## src/design/cwwf_pkg.sv

```systemverilog
`default_nettype none

package cwwf_pkg;

    // Sequencer states.
    typedef enum logic [3:0] {
        S_IDLE,
        S_DECODE,
        S_WRAP,
        S_BRK_CR,
        S_BRK_LF,
        S_RD,
        S_OUT,
        S_COLUPD,
        S_SPACE,
        S_SP_INC,
        S_EMIT,
        S_EMIT2,
        S_STORE
    } t_state;

    // Request to the shared add and compare unit.
    typedef struct packed {
        logic [7:0] a;
        logic [7:0] b;
        logic [7:0] c;
    } t_alu_req;

    // Response of the shared add and compare unit.
    typedef struct packed {
        logic [8:0] sum;
        logic [7:0] sat;
        logic       gt;
        logic       ge;
    } t_alu_rsp;

    // Configuration register indexes.
    localparam logic [7:0] CFG_IDX_TERM_WIDTH = 8'd0;
    localparam logic [7:0] CFG_IDX_DISCARD    = 8'd1;

    localparam logic [7:0] TERM_WIDTH_RST = 8'd110;

    // Escape phases.
    localparam logic [1:0] PH_NONE = 2'd0;
    localparam logic [1:0] PH_ESC  = 2'd1;
    localparam logic [1:0] PH_CSI  = 2'd2;

    // Character codes.
    localparam logic [7:0] CH_LF       = 8'h0A;
    localparam logic [7:0] CH_CR       = 8'h0D;
    localparam logic [7:0] CH_ESC      = 8'h1B;
    localparam logic [7:0] CH_SPACE    = 8'h20;
    localparam logic [7:0] CH_CSI      = 8'h5B;
    localparam logic [7:0] ESC_FINAL_LO = 8'h40;
    localparam logic [7:0] ESC_FINAL_HI = 8'h7E;
    localparam logic [1:0] UTF8_CONT_TAG = 2'b10;

endpackage

`default_nettype wire

```

## src/design/cwwf_alu.sv

```systemverilog
`default_nettype none

module cwwf_alu (
    input  wire  cwwf_pkg::t_alu_req i_req,
    output cwwf_pkg::t_alu_rsp       o_rsp
);
    import cwwf_pkg::*;

    logic [8:0] sum;

    // One adder with a compare of its sum against a limit.
    assign sum        = {1'b0, i_req.a} + {1'b0, i_req.b};
    assign o_rsp.sum  = sum;
    assign o_rsp.sat  = sum[8] ? 8'hFF : sum[7:0];
    assign o_rsp.gt   = sum > {1'b0, i_req.c};
    assign o_rsp.ge   = sum >= {1'b0, i_req.c};

endmodule

`default_nettype wire

```

## src/design/cwwf_word_buf.sv

```systemverilog
`default_nettype none

module cwwf_word_buf #(
    parameter int DEPTH = 32
) (
    input  wire                       i_clk,
    input  wire                       i_wr_en,
    input  wire  [$clog2(DEPTH)-1:0]  i_wr_addr,
    input  wire  [7:0]                i_wr_data,
    input  wire  [$clog2(DEPTH)-1:0]  i_rd_addr,
    output logic [7:0]                o_rd_data
);
    logic [7:0] r_mem [DEPTH];
    logic [7:0] r_rd_data;

    // Write port.
    always_ff @(posedge i_clk) begin
        if (i_wr_en) begin
            r_mem[i_wr_addr] <= i_wr_data;
        end
    end

    // Registered read port.
    always_ff @(posedge i_clk) begin
        r_rd_data <= r_mem[i_rd_addr];
    end

    assign o_rd_data = r_rd_data;

endmodule

`default_nettype wire

```

## src/design/cwwf_seq.sv

```systemverilog
`default_nettype none

module cwwf_seq #(
    parameter int WORD_BUF_BYTES = 32
) (
    input  wire                               i_clk,
    input  wire                               i_rst_n,
    input  wire                               i_in_valid,
    output logic                              o_in_ready,
    input  wire  [7:0]                        i_in_byte,
    input  wire                               i_in_eoc,
    input  wire  [7:0]                        i_term_width,
    input  wire                               i_discard,
    output logic                              o_out_valid,
    input  wire                               i_out_ready,
    output logic [7:0]                        o_out_byte,
    output logic                              o_out_last,
    output cwwf_pkg::t_alu_req                o_alu_req,
    input  wire  cwwf_pkg::t_alu_rsp          i_alu_rsp,
    output logic                              o_mem_we,
    output logic [$clog2(WORD_BUF_BYTES)-1:0] o_mem_waddr,
    output logic [7:0]                        o_mem_wdata,
    output logic [$clog2(WORD_BUF_BYTES)-1:0] o_mem_raddr,
    input  wire  [7:0]                        i_mem_rdata
);
    import cwwf_pkg::*;

    localparam int AW = $clog2(WORD_BUF_BYTES);
    localparam logic [AW-1:0] CNT_FULL = AW'(WORD_BUF_BYTES - 1);

    t_state        r_state, n_state;
    logic [1:0]    r_phase, n_phase;
    logic [7:0]    r_col, n_col;
    logic [AW-1:0] r_count, n_count;
    logic [AW-1:0] r_wcc, n_wcc;
    logic [AW-1:0] r_idx, n_idx;
    logic [7:0]    r_byte, n_byte;
    logic          r_eoc, n_eoc;
    logic [7:0]    r_emit_byte, n_emit_byte;
    logic          r_in_post, n_in_post;
    logic          r_do_emit, n_do_emit;
    logic          r_is_space, n_is_space;
    logic          r_do_store, n_do_store;
    logic          r_is_eol, n_is_eol;

    logic          r_out_valid;
    logic [7:0]    r_out_byte;
    logic          r_out_last;

    logic          accept;
    logic          slot_free;
    logic          emit_vld;
    logic [7:0]    emit_byte;
    logic          emit_last;

    logic          dec_esc_act, dec_is_esc, dec_is_eol, dec_is_space, dec_store;
    logic          dec_cont, dec_pre, dec_emit, dec_final;
    logic          out_final, out_last;

    function automatic t_state after_send(input logic sp, input logic em, input logic st);
        t_state s;
        if (sp) begin
            s = S_SPACE;
        end else if (em) begin
            s = S_EMIT;
        end else if (st) begin
            s = S_STORE;
        end else begin
            s = S_IDLE;
        end
        return s;
    endfunction

    assign o_in_ready = (r_state == S_IDLE);
    assign accept     = i_in_valid && o_in_ready;
    assign slot_free  = !r_out_valid || i_out_ready;

    // Classification of the held byte.
    assign dec_esc_act  = (r_phase != PH_NONE);
    assign dec_is_esc   = (r_byte == CH_ESC);
    assign dec_is_eol   = (r_byte == CH_LF) || (r_byte == CH_CR);
    assign dec_is_space = (r_byte == CH_SPACE);
    assign dec_cont     = (r_byte[7:6] == UTF8_CONT_TAG);
    assign dec_store    = !dec_esc_act && !dec_is_esc && !dec_is_eol && !dec_is_space;
    assign dec_emit     = dec_esc_act || dec_is_esc || dec_is_eol;
    assign dec_pre      = !dec_esc_act && (dec_is_esc || dec_is_eol || dec_is_space
                          || (dec_store && ((!dec_cont && i_alu_rsp.ge)
                          || (r_count >= CNT_FULL))));
    assign dec_final    = (r_byte >= ESC_FINAL_LO) && (r_byte <= ESC_FINAL_HI);

    // A word byte is the last of the run only if nothing follows the word.
    assign out_final = i_alu_rsp.ge;
    assign out_last  = out_final && (r_in_post
                       || !(r_do_emit || r_is_space || (r_do_store && r_eoc)));

    // Next state.
    always_comb begin
        n_state = r_state;
        case (r_state)
            S_IDLE: begin
                if (accept && !i_discard) begin
                    n_state = S_DECODE;
                end
            end
            S_DECODE: begin
                if (dec_esc_act) begin
                    n_state = S_EMIT;
                end else if (dec_pre && (r_count != '0)) begin
                    n_state = S_WRAP;
                end else begin
                    n_state = after_send(dec_is_space, dec_emit, dec_store);
                end
            end
            S_WRAP: begin
                if ((r_col != 8'd0) && i_alu_rsp.gt) begin
                    n_state = S_BRK_CR;
                end else begin
                    n_state = S_RD;
                end
            end
            S_BRK_CR: begin
                if (slot_free) begin
                    n_state = S_BRK_LF;
                end
            end
            S_BRK_LF: begin
                if (slot_free) begin
                    n_state = S_RD;
                end
            end
            S_RD: begin
                n_state = S_OUT;
            end
            S_OUT: begin
                if (slot_free) begin
                    n_state = out_final ? S_COLUPD : S_RD;
                end
            end
            S_COLUPD: begin
                if (r_in_post) begin
                    n_state = S_IDLE;
                end else begin
                    n_state = after_send(r_is_space, r_do_emit, r_do_store);
                end
            end
            S_SPACE: begin
                n_state = i_alu_rsp.ge ? S_EMIT : S_SP_INC;
            end
            S_SP_INC: begin
                n_state = S_EMIT;
            end
            S_EMIT: begin
                if (slot_free) begin
                    n_state = (r_emit_byte == CH_LF) ? S_EMIT2 : S_IDLE;
                end
            end
            S_EMIT2: begin
                if (slot_free) begin
                    n_state = S_IDLE;
                end
            end
            S_STORE: begin
                n_state = r_eoc ? S_WRAP : S_IDLE;
            end
            default: begin
                n_state = S_IDLE;
            end
        endcase
    end

    // Datapath, shared unit operands and emitted bytes.
    always_comb begin
        o_alu_req   = '{a: r_col, b: 8'd0, c: i_term_width};
        emit_vld    = 1'b0;
        emit_byte   = r_emit_byte;
        emit_last   = 1'b0;
        o_mem_we    = 1'b0;
        n_phase     = r_phase;
        n_col       = r_col;
        n_count     = r_count;
        n_wcc       = r_wcc;
        n_idx       = r_idx;
        n_byte      = r_byte;
        n_eoc       = r_eoc;
        n_emit_byte = r_emit_byte;
        n_in_post   = r_in_post;
        n_do_emit   = r_do_emit;
        n_is_space  = r_is_space;
        n_do_store  = r_do_store;
        n_is_eol    = r_is_eol;
        case (r_state)
            S_IDLE: begin
                if (accept) begin
                    n_byte = i_in_byte;
                    n_eoc  = i_in_eoc;
                end
            end
            S_DECODE: begin
                o_alu_req.a = {{(8-AW){1'b0}}, r_wcc};
                n_emit_byte = r_byte;
                n_in_post   = 1'b0;
                n_do_emit   = dec_emit;
                n_is_space  = dec_is_space;
                n_do_store  = dec_store;
                n_is_eol    = dec_is_eol && !dec_esc_act;
                if (dec_esc_act) begin
                    if ((r_phase == PH_ESC) && (r_byte == CH_CSI)) begin
                        n_phase = PH_CSI;
                    end else if (dec_final) begin
                        n_phase = PH_NONE;
                    end
                end else if (dec_is_esc) begin
                    n_phase = PH_ESC;
                end
            end
            S_WRAP: begin
                o_alu_req.b = {{(8-AW){1'b0}}, r_wcc};
            end
            S_BRK_CR: begin
                emit_vld  = 1'b1;
                emit_byte = CH_CR;
            end
            S_BRK_LF: begin
                emit_vld  = 1'b1;
                emit_byte = CH_LF;
                if (slot_free) begin
                    n_col = 8'd0;
                end
            end
            S_OUT: begin
                o_alu_req.a = {{(8-AW){1'b0}}, r_idx};
                o_alu_req.b = 8'd1;
                o_alu_req.c = {{(8-AW){1'b0}}, r_count};
                emit_vld    = 1'b1;
                emit_byte   = i_mem_rdata;
                emit_last   = out_last;
                if (slot_free) begin
                    n_idx = i_alu_rsp.sum[AW-1:0];
                end
            end
            S_COLUPD: begin
                o_alu_req.b = {{(8-AW){1'b0}}, r_wcc};
                n_col   = i_alu_rsp.sat;
                n_count = '0;
                n_wcc   = '0;
                n_idx   = '0;
            end
            S_SPACE: begin
                if (i_alu_rsp.ge) begin
                    n_emit_byte = CH_LF;
                    n_col       = 8'd0;
                end else begin
                    n_emit_byte = CH_SPACE;
                end
            end
            S_SP_INC: begin
                o_alu_req.b = 8'd1;
                n_col       = i_alu_rsp.sat;
            end
            S_EMIT: begin
                emit_vld = 1'b1;
                if (r_emit_byte == CH_LF) begin
                    emit_byte = CH_CR;
                end else begin
                    emit_last = 1'b1;
                    if (slot_free && r_is_eol) begin
                        n_col = 8'd0;
                    end
                end
            end
            S_EMIT2: begin
                emit_vld  = 1'b1;
                emit_byte = CH_LF;
                emit_last = 1'b1;
                if (slot_free && r_is_eol) begin
                    n_col = 8'd0;
                end
            end
            S_STORE: begin
                o_alu_req.a = {{(8-AW){1'b0}}, r_wcc};
                o_alu_req.b = {7'd0, !dec_cont};
                o_mem_we    = 1'b1;
                n_wcc       = i_alu_rsp.sum[AW-1:0];
                n_count     = r_count + AW'(1);
                n_in_post   = r_eoc;
            end
            default: begin
            end
        endcase
    end

    assign o_mem_waddr = r_count;
    assign o_mem_wdata = r_byte;
    assign o_mem_raddr = r_idx;

    // Control and datapath registers.
    always_ff @(posedge i_clk) begin
        if (!i_rst_n) begin
            r_state    <= S_IDLE;
            r_phase    <= PH_NONE;
            r_col      <= 8'd0;
            r_count    <= '0;
            r_wcc      <= '0;
            r_idx      <= '0;
            r_in_post  <= 1'b0;
            r_do_emit  <= 1'b0;
            r_is_space <= 1'b0;
            r_do_store <= 1'b0;
            r_is_eol   <= 1'b0;
            r_eoc      <= 1'b0;
        end else begin
            r_state    <= n_state;
            r_phase    <= n_phase;
            r_col      <= n_col;
            r_count    <= n_count;
            r_wcc      <= n_wcc;
            r_idx      <= n_idx;
            r_in_post  <= n_in_post;
            r_do_emit  <= n_do_emit;
            r_is_space <= n_is_space;
            r_do_store <= n_do_store;
            r_is_eol   <= n_is_eol;
            r_eoc      <= n_eoc;
        end
        r_byte      <= n_byte;
        r_emit_byte <= n_emit_byte;
    end

    // Output register; the sequencer waits while it holds an untaken request.
    always_ff @(posedge i_clk) begin
        if (!i_rst_n) begin
            r_out_valid <= 1'b0;
        end else if (slot_free) begin
            r_out_valid <= emit_vld;
        end
        if (slot_free && emit_vld) begin
            r_out_byte <= emit_byte;
            r_out_last <= emit_last;
        end
    end

    assign o_out_valid = r_out_valid;
    assign o_out_byte  = r_out_byte;
    assign o_out_last  = r_out_last;

endmodule

`default_nettype wire

```

## src/design/console_word_wrap_formatter.sv

```systemverilog
// Console word-wrap formatter.
// Text bytes arrive on the slave stream (tdata = byte, tlast = end of call)
// and formatted bytes leave on the master stream (tdata = byte, tlast marks
// the final byte caused by one input request). Words are held in a buffer
// and sent with a line break in front when they would pass the terminal
// width; every LF goes out as CR LF and escape sequences pass unchanged.
// Configuration: index 0 is the terminal width, index 1 the discard flag;
// the configuration channel is always ready.
// Handling of a request: it is accepted and decoded, and then a word byte is
// stored in the buffer, a CR or an escape byte is passed on, an LF is sent as
// CR LF and a space is sent or turned into a line break. Sending a held word
// makes the wrap check, sends a line break first when the word would overrun,
// then reads each word byte from the registered buffer and outputs it while
// the shared add and compare unit steps the read index, and updates the column.
// The slave side is not ready while a request is in progress; a discarded
// request is accepted and dropped without being decoded.
// When the receiver stalls, the output register holds its byte and the
// sequencer waits. Reset clears the escape phase, the cursor column and
// the word counts; no clearing pass is made over the buffer.
`default_nettype none

module console_word_wrap_formatter #(
    parameter int WORD_BUF_BYTES = 32
) (
    input  wire        i_clk,
    input  wire        i_rst_n,
    input  wire        i_s_axis_tvalid,
    output logic       o_s_axis_tready,
    input  wire  [7:0] i_s_axis_tdata,   // [7:0] in_byte
    input  wire        i_s_axis_tlast,
    output logic       o_m_axis_tvalid,
    input  wire        i_m_axis_tready,
    output logic [7:0] o_m_axis_tdata,   // [7:0] out_byte
    output logic       o_m_axis_tlast,
    input  wire        i_cfg_valid,
    output logic       o_cfg_ready,
    input  wire  [7:0] i_cfg_index,
    input  wire  [7:0] i_cfg_data
);
    import cwwf_pkg::*;

    localparam int AW = $clog2(WORD_BUF_BYTES);

    logic [7:0]    r_term_width;
    logic          r_discard;
    t_alu_req      alu_req;
    t_alu_rsp      alu_rsp;
    logic          mem_we;
    logic [AW-1:0] mem_waddr;
    logic [7:0]    mem_wdata;
    logic [AW-1:0] mem_raddr;
    logic [7:0]    mem_rdata;

    assign o_cfg_ready = 1'b1;

    // Configuration registers.
    always_ff @(posedge i_clk) begin
        if (!i_rst_n) begin
            r_term_width <= TERM_WIDTH_RST;
            r_discard    <= 1'b0;
        end else if (i_cfg_valid) begin
            if (i_cfg_index == CFG_IDX_TERM_WIDTH) begin
                r_term_width <= i_cfg_data;
            end else if (i_cfg_index == CFG_IDX_DISCARD) begin
                r_discard <= i_cfg_data[0];
            end
        end
    end

    cwwf_seq #(
        .WORD_BUF_BYTES(WORD_BUF_BYTES)
    ) u_seq (
        .i_clk        (i_clk),
        .i_rst_n      (i_rst_n),
        .i_in_valid   (i_s_axis_tvalid),
        .o_in_ready   (o_s_axis_tready),
        .i_in_byte    (i_s_axis_tdata),
        .i_in_eoc     (i_s_axis_tlast),
        .i_term_width (r_term_width),
        .i_discard    (r_discard),
        .o_out_valid  (o_m_axis_tvalid),
        .i_out_ready  (i_m_axis_tready),
        .o_out_byte   (o_m_axis_tdata),
        .o_out_last   (o_m_axis_tlast),
        .o_alu_req    (alu_req),
        .i_alu_rsp    (alu_rsp),
        .o_mem_we     (mem_we),
        .o_mem_waddr  (mem_waddr),
        .o_mem_wdata  (mem_wdata),
        .o_mem_raddr  (mem_raddr),
        .i_mem_rdata  (mem_rdata)
    );

    cwwf_alu u_alu (
        .i_req (alu_req),
        .o_rsp (alu_rsp)
    );

    cwwf_word_buf #(
        .DEPTH(WORD_BUF_BYTES)
    ) u_word_buf (
        .i_clk     (i_clk),
        .i_wr_en   (mem_we),
        .i_wr_addr (mem_waddr),
        .i_wr_data (mem_wdata),
        .i_rd_addr (mem_raddr),
        .o_rd_data (mem_rdata)
    );

endmodule

`default_nettype wire

```

## config.mk

```make
export PLATFORM = sky130hd
export DESIGN_NAME = console_word_wrap_formatter
export DESIGN_NICKNAME = d
export VERILOG_FILES = /design/src/design/cwwf_pkg.sv /design/src/design/cwwf_alu.sv /design/src/design/cwwf_word_buf.sv /design/src/design/cwwf_seq.sv /design/src/design/console_word_wrap_formatter.sv
export SDC_FILE = /design/constraint.sdc
export NUM_CORES = 1
export LEC_CHECK = 0
export BUFFER_PORTS_ARGS = -buffer_cell sky130_fd_sc_hd__buf_2
export CORE_MARGIN = 10
export CORE_UTILIZATION = 50
export CTS_CLUSTER_SIZE = 14
export DETAILED_ROUTE_END_ITERATION = 8
export PLACE_DENSITY_LB_ADDON = 0.2
export SYNTH_ARGS = -nofsm -noshare
export SYNTH_HDL_FRONTEND = slang
export SYNTH_SLANG_ARGS = --single-unit
```

## constraint.sdc

```tcl
create_clock -name i_clk -period 5.2 [get_ports i_clk]
set_input_delay 0.78 -clock i_clk [delete_from_list [all_inputs] [get_ports i_clk]]
set_output_delay 0.78 -clock i_clk [all_outputs]
set_load 0.01 [all_outputs]
```

Yosys cells after proc, flatten, opt, wreduce, memory -nomap -nowiden
Memory sizes are Yosys's and may differ from the RTL's. A register that Yosys moved wholly into a read port is not among the register bits.
Cells that the tools add are included.
Storage, ports and cells
  logic and storage cells: 167
  RAM bits: 256
  register bits after elaboration: 70
  memories: 1
  input bits: 30
  output and inout port bits: 12
Operators by class
  multiplexer cells: 49
  eq/ne operators: 30
  add/sub/neg operators: 2
  reduce and logical (&&, ||, !) cells: 60
  bitwise operators: 1
  magnitude comparators: 5
Memory list
  u_word_buf.r_mem: words 32, bits a word 8, read ports 1, clocked after Yosys merged registers in 1, wr ports 1, RTL line cwwf_word_buf.sv:13  | logic [7:0] r_mem [DEPTH];
Operator list (number)
  $mux 4: 16
  $mux 8: 7
  $pmux 4 s13: 1
  $pmux 8 s5: 1
  $pmux 8 s2: 2
  $pmux 8 s4: 1
  $pmux 5 s2: 3
  $eq 8x4->1 const B: 3
  $eq 4x4->1 const B: 5
  $logic_and 1x1->1: 17
  $eq 4x3->1 const B: 4
  $pmux 5 s3: 1
  $mux 2: 7
  $ne 2x1->1 const B: 6
  $reduce_bool 2->1: 6
  $logic_or 1x1->1: 11
  $reduce_bool 5->1: 2
  $reduce_or 2->1: 5
  $add 8x5->9: 1
  $ge 9x8->1: 1
  $gt 9x8->1: 1
  $eq 4x2->1 const B: 2
  $eq 8x1->1 const B: 1
  $eq 8x5->1 const B: 1
  other kinds (27): 42

Depth between registers and ports, before layout
  depth in word-level cells: 14
  mapped depth: 22
  mapped depth without buffers: 20

By module
Synthesis repeated with hierarchy kept, for this count alone.
Unflattened totals
  cells, all modules: 921
  area total of the unflattened synthesis: 14532.7 um^2
By module, submodules not included
  cwwf_word_buf: instances 1, seq. area each 7847.5 um^2, cells an instance 417, area each 10053.4 um^2
  cwwf_seq: instances 1, seq. area each 1471.4 um^2, cells an instance 366, area each 3413.3 um^2
  cwwf_alu: instances 1, seq. area each 0.0 um^2, cells an instance 90, area each 646.9 um^2
  console_word_wrap_formatter: instances 1, seq. area each 180.2 um^2, cells an instance 48, area each 419.2 um^2

Least setup slack after synthesis
OpenSTA, ideal clock, no wires.
  path type: register -> register
  start point: reg u_seq.r_state[1]
  end point: reg u_seq.r_col[7]
  arrival time: 4.232 ns
  library setup time: 0.059 ns
  period minus slack after synthesis: 4.291 ns
  cell stages (with the launch flop): 21
  buffers on the path: 2
  required time: 5.141 ns
  slack: 0.909 ns
  path through: dfxtp_1 buf_2 or4b_1 buf_2 nand2b_2 nor2_2 nand2_1 nand2_1 ha_1 fa_1 a21o_1 a221o_1 xnor2_1 nor2_1 ha_1 a21o_1 a21oi_1 o211a_2 nand2_1 a31oi_4 a22o_1
Between the ends
  longest elaborated chain between the ends: 7
  elaborated cells on any way between the ends: 26
  classes of those cells: add/sub: 1; order compare: 1; eq/ne: 13; mux: 5; reduce/logical: 6
Ends and longest elaborated chain
  start, declared: RTL line cwwf_seq.sv:31  | t_state r_state, n_state;
  start signal, assigned: RTL line cwwf_seq.sv:312  | r_state <= n_state;
  $eq 4x4->1 (tied with other cells): RTL line cwwf_seq.sv:191  | case (r_state)
  $reduce_or 2->1 (no line)
  $pmux 5 s3 / $pmux 8 s2 (equally long branches): RTL line cwwf_seq.sv:191
  $add 8x5->9: RTL line cwwf_alu.sv:12  | assign sum = {1'b0, i_req.a} + {1'b0, i_req.b};
  $ge 9x8->1: RTL line cwwf_alu.sv:16  | assign o_rsp.ge = sum >= {1'b0, i_req.c};
  $ne 2x1->1 (no line)
  $reduce_and 4->1 (no line)
  end signal, assigned: RTL line cwwf_seq.sv:314  | r_col <= n_col;
  end, declared: RTL line cwwf_seq.sv:33  | logic [7:0] r_col, n_col;
Several ways; a longest one is shown, not always the timed one.
A chain may end at the register's enable or synchronous reset.

Final worst setup path
  start point: reg u_seq.r_state[0]
  end point: reg u_seq.r_col[7]
Same word-level chain as after synthesis.

==> results_dict.tcl <==
set metrics [dict create \
    via_count 7872 \
    power_frac_clock 0.376 \
    final_util 0.573 \
    post-route-min-period_ns 4.77 \
    final_common_cell "edfxtp_1" \
    swShare 0.262 \
    die_w_um 188 \
    switchingPower_mw 1.76 \
    drive_above_1_share 0.226 \
    row_count 61 \
    setup_violations 0 \
    slew_violations 0 \
    synth_edf_count 281 \
    pin_count 42 \
    portBuffers 40 \
    synthFlopType "edfxtp_1" \
    p_per_area_nw_per_um2 423 \
    drtIter0Drc 707 \
    path_max_fanout 17 \
    fillers 2179 \
    die_y_um 188 \
    cts.clk_slew.worst_paths_ns 0.06 \
    h-tree-depth 2 \
    final_cell_mix "281 x edfxtp_1, 86 x nor2_1, 80 x mux4_2, 61 x nand2_1, 51 x dfxtp_1" \
    syn2layout_area_growth_pct 13.0 \
    drt-total-wl_um 31000 \
    cts_tree "yes" \
    dpl.hpwl_um 20500 \
    antenna_left 0 \
    grt_max_degree 66 \
    crit_chain "buf_4, nor4bb_4, buf_4, a22oi_1, nand2_1, ha_1, fa_1, a21o_1, a221o_1, xnor2_1, nor2_1, ha_1, a21o_1, a21oi_1, o211a_2, nand2_1, a31oi_4, a22o_1" \
    hold_path.class "in2reg" \
    grt_pass1_vias 7793 \
    cpPeakStageDelay_ns 0.61 \
    cap_violations 0 \
    timing.final.ws_setup_ns 0.426 \
    critPathKind "reg2reg" \
    cts_made_buffers 36 \
    post_drt_via_cell_ratio 5.87 \
    hold_ws_ns 0.424 \
    n_antenna_cell 0 \
    synth_area_um2 14100 \
    relSlewSlack 0.320 \
    wl_per_cell_um 23.1 \
    crit_arrival_ns 5.25 \
    first_pass_iters 5 \
    peakVddDrop_v 0.000338 \
    yosysSeqAreaShare 0.674 \
    synth_mux_area_frac 0.145 \
    globalplace.congestion 0.861 \
    synthCells 879 \
    coreArea_um2 27800 \
    root_buffer "clkbuf_16" \
    worst-path-buf-inv 2 \
    clock_skew_ns 0.0146 \
    synth_compound_area_frac 0.0564 \
    synth_seq_cells 334 \
    rsz0062_at_grt "no" \
    synthAdderAreaFrac 0.0174 \
    crit_family "compound AO/OA/AOI/OAI gates" \
    synthSimpleGateAreaFrac 0.0831 \
    cts_resized 0 \
    async_reset_ff_frac 0 \
    cellLeakagePower_nw 5.12 \
    cts_hold_buf 0 \
    grt_pass1_wl_um 48100 \
    synthesis.nets 928 \
    antenna_found_initial 0 \
    synth.avg_cell_area_um2 16.0 \
    hold_violations 0 \
    tns_ns 0 \
    clockBufferDepth 3 \
    p_seq_frac 0.494 \
    slowest_stage "dfxtp_1" \
    nNetsFinal 985 \
    post_cts_buffers 0 \
    grt-ovfl-total 0 \
    drc_errors 0 \
    dpl_worst_slack_ns 0.505 \
    fmax_ghz 0.209 \
    comb_power_share 0.130 \
    crit_required_ns 5.67 \
    p_int_mw 4.97 \
    clock-sinks 334 \
    synth_top_family_by_area "multiplexers" \
    end_kind "flop" \
    start_kind "flop" \
    grtUsageTotal 0.176 \
    clock_latency_ns 0.53 \
    start_util 0.507 \
    period_share 0.918 \
    power.total_mw 6.73 \
    synth_xor_area_frac 0.00435 \
    worstMarginPinSlew_ns 1.02 \
    outcome "complete, no violations" \
    yosys_warnings 0 \
    dieArea_um2 35300 \
    ys_types 64 \
]
## synthesized netlist by cell type, types with 11 or more instances
| cell type | number | area (um^2) |
|---|---|---|
| nor2_1 | 86 | 323 |
| inv_1 | 14 | 52.6 |
| clkbuf_1 | 23 | 86.3 |
| a21oi_1 | 37 | 185 |
| mux2i_1 | 15 | 150 |
| ha_1 | 18 | 225 |
| edfxtp_1 | 281 | 8440 |
| nand3_1 | 14 | 70.1 |
| dfxtp_1 | 53 | 1060 |
| mux4_2 | 80 | 1800 |
| nor2b_1 | 12 | 75.1 |
| a22oi_1 | 14 | 105 |
| o21ai_0 | 12 | 60.1 |
| nand2_1 | 61 | 229 |
| and2_1 | 11 | 68.8 |
## cell families after synthesis
logic type               Yosys count
buffers and inverters             57
XOR/XNOR                           7
adder cells (fa/ha/maj)           19
AND/OR/NAND/NOR                  240
flip-flops                       334
AO/OA/AOI/OAI                    118
other                              1
multiplexers                     103
## through the flow
stage,area (um^2),std cells
6_report,15900,1341
5_1_grt,15900,1341
4_1_cts,15900,1341
3_5_place_dp,14700,1276
3_3_place_gp,14700,1276
2_1_floorplan,14100,879
## path summary, 6_finish.rpt
path | slack, ns | to | from | depth (start not counted)
setup / recovery | 0.43 | u_seq.r_col[7] | u_seq.r_state[0] | 18
hold / removal | 0.42 | u_seq.o_mem_wdata[4] | i_s_axis_tdata[4] | 1
hold reg to reg | 0.48 | u_seq.r_do_store | u_seq.r_do_store | 2
setup reg to reg | 0.43 | u_seq.r_col[7] | u_seq.r_state[0] | 18
## registers in the layout (all words and copies together), names as in the netlist, 2 cells and up
register,count
u_seq.o_mem_waddr,5
u_seq.r_state,4
r_term_width,8
u_seq.o_mem_wdata,8
u_seq.o_out_byte,8
u_word_buf.r_mem,256
u_seq.r_col,8
u_seq.o_mem_raddr,5
u_seq.r_emit_byte,8
u_word_buf.o_rd_data,8
u_seq.r_phase,2
u_seq.r_wcc,5
## power by group through the flow
stage	logic [mW]	clock network, mW	registers [mW]
finish	0.874	2.53	3.33
global route	0.970	2.69	3.34
CTS	0.873	2.57	3.32
detailed placement	0.873	0	3.38
floorplan	0.459	0	3.43
global placement	0.863	0	3.37
## metal layers
| layer | vias to the layer above | global-route usage | wire length (um) | share of wire |
|---|---|---|---|---|
| li1 | 3580 | - | - | - |
| met1 | 3995 | 0.255 | 14100 | 0.46 |
| met2 | 258 | 0.272 | 14500 | 0.47 |
| met3 | 39 | 0.0273 | 1820 | 0.059 |
| met4 | 0 | 0.0471 | 542 | 0.017 |
| met5 | - | 0 | 0 | 0 |
## worst reg2reg max path, delay by kind of cell, from the launching register on
kind / cells / cell delay [ns]
compound gates: 8 / 2.02
xor+xnor: 1 / 0.14
fa+ha+maj: 3 / 0.97
buf+inv: 2 / 0.52
flops: 1 / 0.61
simple gates: 4 / 0.47
## layout make-up
| class | count | area (um^2) | share of cell area |
|---|---|---|---|
| Tap cell | 378 | 473 | 0.0297 |
| Sequential cell | 334 | 9500 | 0.597 |
| Timing Repair Buffer | 62 | 365 | 0.0230 |
| Multi-Input combinational cell | 488 | 4350 | 0.273 |
| Inverter | 14 | 52.6 | 0.00330 |
| Clock inverter | 22 | 215 | 0.0135 |
| Clock buffer | 43 | 958 | 0.0602 |
Power figures use the tool's default switching activity.
